## src/rtl/sle_pkg.sv

```systemverilog
// sle_pkg: shared codes and types for the sequential list engine
// depends on nothing; imported by sle_cell and sequential_list_engine
`default_nettype none

package sle_pkg;

  // command codes
  localparam logic [2:0] CMD_APPEND     = 3'd0;
  localparam logic [2:0] CMD_INSERT     = 3'd1;
  localparam logic [2:0] CMD_DELETE     = 3'd2;
  localparam logic [2:0] CMD_FIND_NAME  = 3'd3;
  localparam logic [2:0] CMD_FIND_PLACE = 3'd4;

  // result status codes
  localparam logic [1:0] STAT_OK        = 2'd0;
  localparam logic [1:0] STAT_NOT_FOUND = 2'd1;
  localparam logic [1:0] STAT_BAD_POS   = 2'd2;
  localparam logic [1:0] STAT_FULL      = 2'd3;

  // stream payload widths (fixed by the field layout)
  localparam int unsigned NAME_W  = 64;
  localparam int unsigned POS_W   = 7;
  localparam int unsigned PORT_CW = 16;
  localparam int unsigned TDATA_W = 112;

  // what every cell of the chain does in a cycle
  typedef enum logic [1:0] {
    CELL_HOLD,
    CELL_ROTATE,
    CELL_SHIFT_UP,
    CELL_SHIFT_DOWN
  } cell_op_t;

  // sequencer states
  typedef enum logic [1:0] {
    ST_IDLE,
    ST_SCAN,
    ST_SHIFT,
    ST_DONE
  } state_t;

endpackage : sle_pkg

`default_nettype wire

```

## src/rtl/sle_cell.sv

```systemverilog
// sle_cell: one list slot of the chain, holds name key and coordinates
// depends on sle_pkg for the cell operation codes
`default_nettype none

module sle_cell #(
  parameter int unsigned IW    = 6,
  parameter int unsigned EW    = 96,
  parameter int unsigned INDEX = 0
) (
  input  wire logic              clk,
  input  wire sle_pkg::cell_op_t op,
  input  wire logic [IW-1:0]     slot,
  input  wire logic [EW-1:0]     new_entry,
  input  wire logic [EW-1:0]     from_prev,
  input  wire logic [EW-1:0]     from_next,
  output logic      [EW-1:0]     entry
);
  import sle_pkg::*;

  localparam logic [IW-1:0] MY_INDEX = IW'(INDEX);

  // slot contents: hold, rotate toward cell 0, open a gap, or close one
  always_ff @(posedge clk) begin
    case (op)
      CELL_ROTATE: begin
        entry <= from_next;
      end
      CELL_SHIFT_UP: begin
        if (MY_INDEX == slot) begin
          entry <= new_entry;
        end else if (MY_INDEX > slot) begin
          entry <= from_prev;
        end
      end
      CELL_SHIFT_DOWN: begin
        if (MY_INDEX >= slot) begin
          entry <= from_next;
        end
      end
      default: begin
        entry <= entry;
      end
    endcase
  end

endmodule : sle_cell

`default_nettype wire

```

## config.mk

```make
export PLATFORM = sky130hd
export DESIGN_NAME = sle_cell
export DESIGN_NICKNAME = d
export VERILOG_FILES = /design/src/rtl/sle_pkg.sv /design/src/rtl/sle_cell.sv
export SDC_FILE = /design/constraint.sdc
export NUM_CORES = 1
export LEC_CHECK = 0
export BUFFER_PORTS_ARGS = -buffer_cell sky130_fd_sc_hd__buf_2
export CORE_AREA = 2 2 154 156
export CTS_BUF_LIST = sky130_fd_sc_hd__clkbuf_16
export CTS_CLUSTER_SIZE = 24
export DETAILED_ROUTE_END_ITERATION = 8
export DIE_AREA = 0 0 156 158
export HOLD_SLACK_MARGIN = 0.08
export PLACE_DENSITY = 0.46
export SLEW_MARGIN = 40
export SYNTH_ARGS = -nofsm -noshare
export SYNTH_HDL_FRONTEND = slang
export SYNTH_SLANG_ARGS = --single-unit
export TNS_END_PERCENT = 20
```

## constraint.sdc

```tcl
create_clock -name clk -period 14.6 [get_ports clk]
set_input_delay 3.65 -clock clk [delete_from_list [all_inputs] [get_ports clk]]
set_output_delay 3.65 -clock clk [all_outputs]
set_load 0.01 [all_outputs]
```

==> impl_metrics.tcl <==
set metrics [dict create \
    period_needed_ns 5.42 \
    syn_area_um2 5180 \
    ir_worst_vdd_mv 0.0436 \
    num_io_pins 393 \
    post-place-ws_ns 8.84 \
    largest_reg_flops 96 \
    synthToLayoutAreaGrowth_pct 47.8 \
    slowest_delay_ns 0.56 \
    final_max_slew_viol_count 0 \
    cts_tree "done" \
    status "finished clean" \
    grt_overflow 0 \
    crit_path_end "entry[38]$_DFFE_PP_" \
    powerDensity_nw_per_um2 94.4 \
    p_seq_frac 0.465 \
    vias 5860 \
    stdcell_area_um2 7650 \
    drt_iter0_markers 371 \
    antenna_cells 0 \
    clk_pin_slew_ns 0.07 \
    synth_top_family_by_area "compound AO/OA/AOI/OAI gates" \
    viasPerCell 4.89 \
    cts_max_path_buffers 2 \
    cts_buffers 9 \
    clock-sinks 96 \
    grt_usage 0.163 \
    path_buf_inv 3 \
    dpl-instance-area_um2 7350 \
    layout-drive-gt1-share 0.468 \
    grt_pass1_wl_mm 30.9 \
    place_inst 1182 \
    cts_setup_buffers 0 \
    path_cells "buf_2 -> nor4_4 -> buf_4 -> nand3_1 -> o21ai_4 -> buf_4" \
    yosys.area_share.simple 0.0812 \
    clockRootBuffer "clkbuf_16" \
    p_leak_nw 3.31 \
    htree_levels 3 \
    final_cells 1198 \
    cts_resized 0 \
    synth_compound_area_frac 0.303 \
    p_clk_frac 0.337 \
    max_freq_mhz 185 \
    cp_top_family "buffers and inverters" \
    setup_viol 0 \
    ctsHoldBuffers 0 \
    tightest_slew_ns 0.742 \
    cpMaxStageDelayCell "buf_4" \
    ant_nets 0 \
    gp_congestion 0.766 \
    end_kind "flip-flop" \
    setup_slack_ns 9.18 \
    die_area_um2 24600 \
    worst-path-stages 6 \
    rows 56 \
    hold_violations 0 \
    crit_path_frequent_cell "buf_4" \
    worstHoldPathType "input port to flip-flop" \
    synth_xor_area_frac 0 \
    fillCellCount 2470 \
    top_regs "entry (96)" \
    combPwrFrac 0.199 \
    setup-tns-final_ns 0 \
    synth-seq-cells 96 \
    postSynthCellCount 553 \
    internal_power_mw 0.526 \
    wirelength_mm 21.3 \
    synth_fa_ha_area_frac 0 \
    syn-num-nets 850 \
    synth-seq-area-share 0.557 \
    coreArea_um2 23100 \
    chipHeight_um 158 \
    crit_required_ns 14.57 \
    antenna_found_initial 0 \
    synthMuxAreaShare 0 \
    numPortBuffers 392 \
    hpwl_mm 15.0 \
    nets 1200 \
    drt-pass1-iter-count 4 \
    largest-register "entry" \
    wl_per_cell_um 17.8 \
    crit_start "slot[5]" \
    die_w_um 156 \
    p_sw_mw 0.197 \
    swShare 0.272 \
    yosys_warnings 0 \
    final_core_util 0.332 \
    drc 0 \
    post-route-period-util 0.371 \
    start_util 0.225 \
    cp_max_fo 51 \
    rsz0062_at_grt "false" \
    first_global_vias 5552 \
    synth_cell_types 18 \
    grt_max_degree 97 \
    cap_viol_max_count 0 \
    syn_area_per_cell_um2 9.36 \
    crit_type "input port to flip-flop" \
    arrival_ns 5.39 \
    slew_headroom 0.505 \
    startpoint_type "input port" \
]
## stage by stage
stage / power (mW) / hold WS, ns
after floorplan: 0.409 / 3.88
after global placement: 0.487 / 3.97
after detailed placement: 0.487 / 3.98
after CTS: 0.735 / 3.61
after global routing: 0.759 / 3.62
final: 0.722 / 3.63
## worst min-delay path, stage by stage
cell and delay, ns:
buf_2 0.08, nor2_1 0.03, a21oi_1 0.10
## final cells by class
cell class              count  area (um2)  share of cell area
well taps                 290         363              0.0474
clock inverters             7        71.3             0.00932
multi-input cells         392        2030               0.265
repair buffers            403        2080               0.272
inverters                   1        3.75            0.000491
clock buffers               9         225              0.0294
flip-flops and latches     96        2880               0.377
## power groups by stage
stage	clock network, mW	logic (mW)	registers (mW)
3_5_place_dp	0	0.145	0.342
6_report	0.243	0.143	0.336
4_1_cts	0.254	0.146	0.336
5_1_grt	0.263	0.159	0.338
2_1_floorplan	0	0.0523	0.357
3_3_place_gp	0	0.146	0.341
## cells in the mapped netlist (all sizes together)
cell type | count | area (um2)
a21oi | 96 | 480
a31oi | 96 | 601
buf | 20 | 134
clkbuf | 44 | 165
edfxtp | 96 | 2880
inv | 1 | 3.75
nand2b | 1 | 6.26
nand3 | 1 | 5.00
nor2 | 97 | 364
nor2b | 1 | 6.26
nor4 | 1 | 21.3
o21ai | 97 | 489
or2 | 1 | 6.26
or4 | 1 | 11.3
## logic make-up (layout without fill, tap and decap cells)
kind of cell | after synthesis | in the layout
flops | 96 | 96
buf+inv | 65 | 420
simple gates | 103 | 103
compound gates | 289 | 289
## layer usage
metal,global-route usage,part of all wire
met4,0.0555,0.021
met1,0.199,0.40
met2,0.274,0.48
met3,0.0512,0.096
met5,0,0
## placed cells by master (no fill, tap or decap), types with 2 or more instances in the layout
cell and n:
inv_1 2, a21oi_1 96, buf_12 2, a31oi_1 96, buf_4 7, o21ai_1 39, buf_6 2, nor2_1 96
inv_6 2, buf_2 392, clkbuf_16 9, o21ai_0 56, edfxtp_1 96
## how the worst min path moves through the flow
stage | to | slack [ns] | cells after the start | startpoint
finish | entry[3]$_DFFE_PP_ | 3.63 | 3 | from_next[3]
global route | entry[70]$_DFFE_PP_ | 3.62 | 3 | from_next[70]
CTS | entry[3]$_DFFE_PP_ | 3.61 | 3 | from_next[3]
detailed placement | entry[43]$_DFFE_PP_ | 3.98 | 3 | from_next[43]
global placement | entry[23]$_DFFE_PP_ | 3.97 | 3 | from_next[23]
floorplan | entry[73]$_DFFE_PP_ | 3.88 | 2 | from_next[73]
Note: power is estimated with default switching activity, not from simulation.
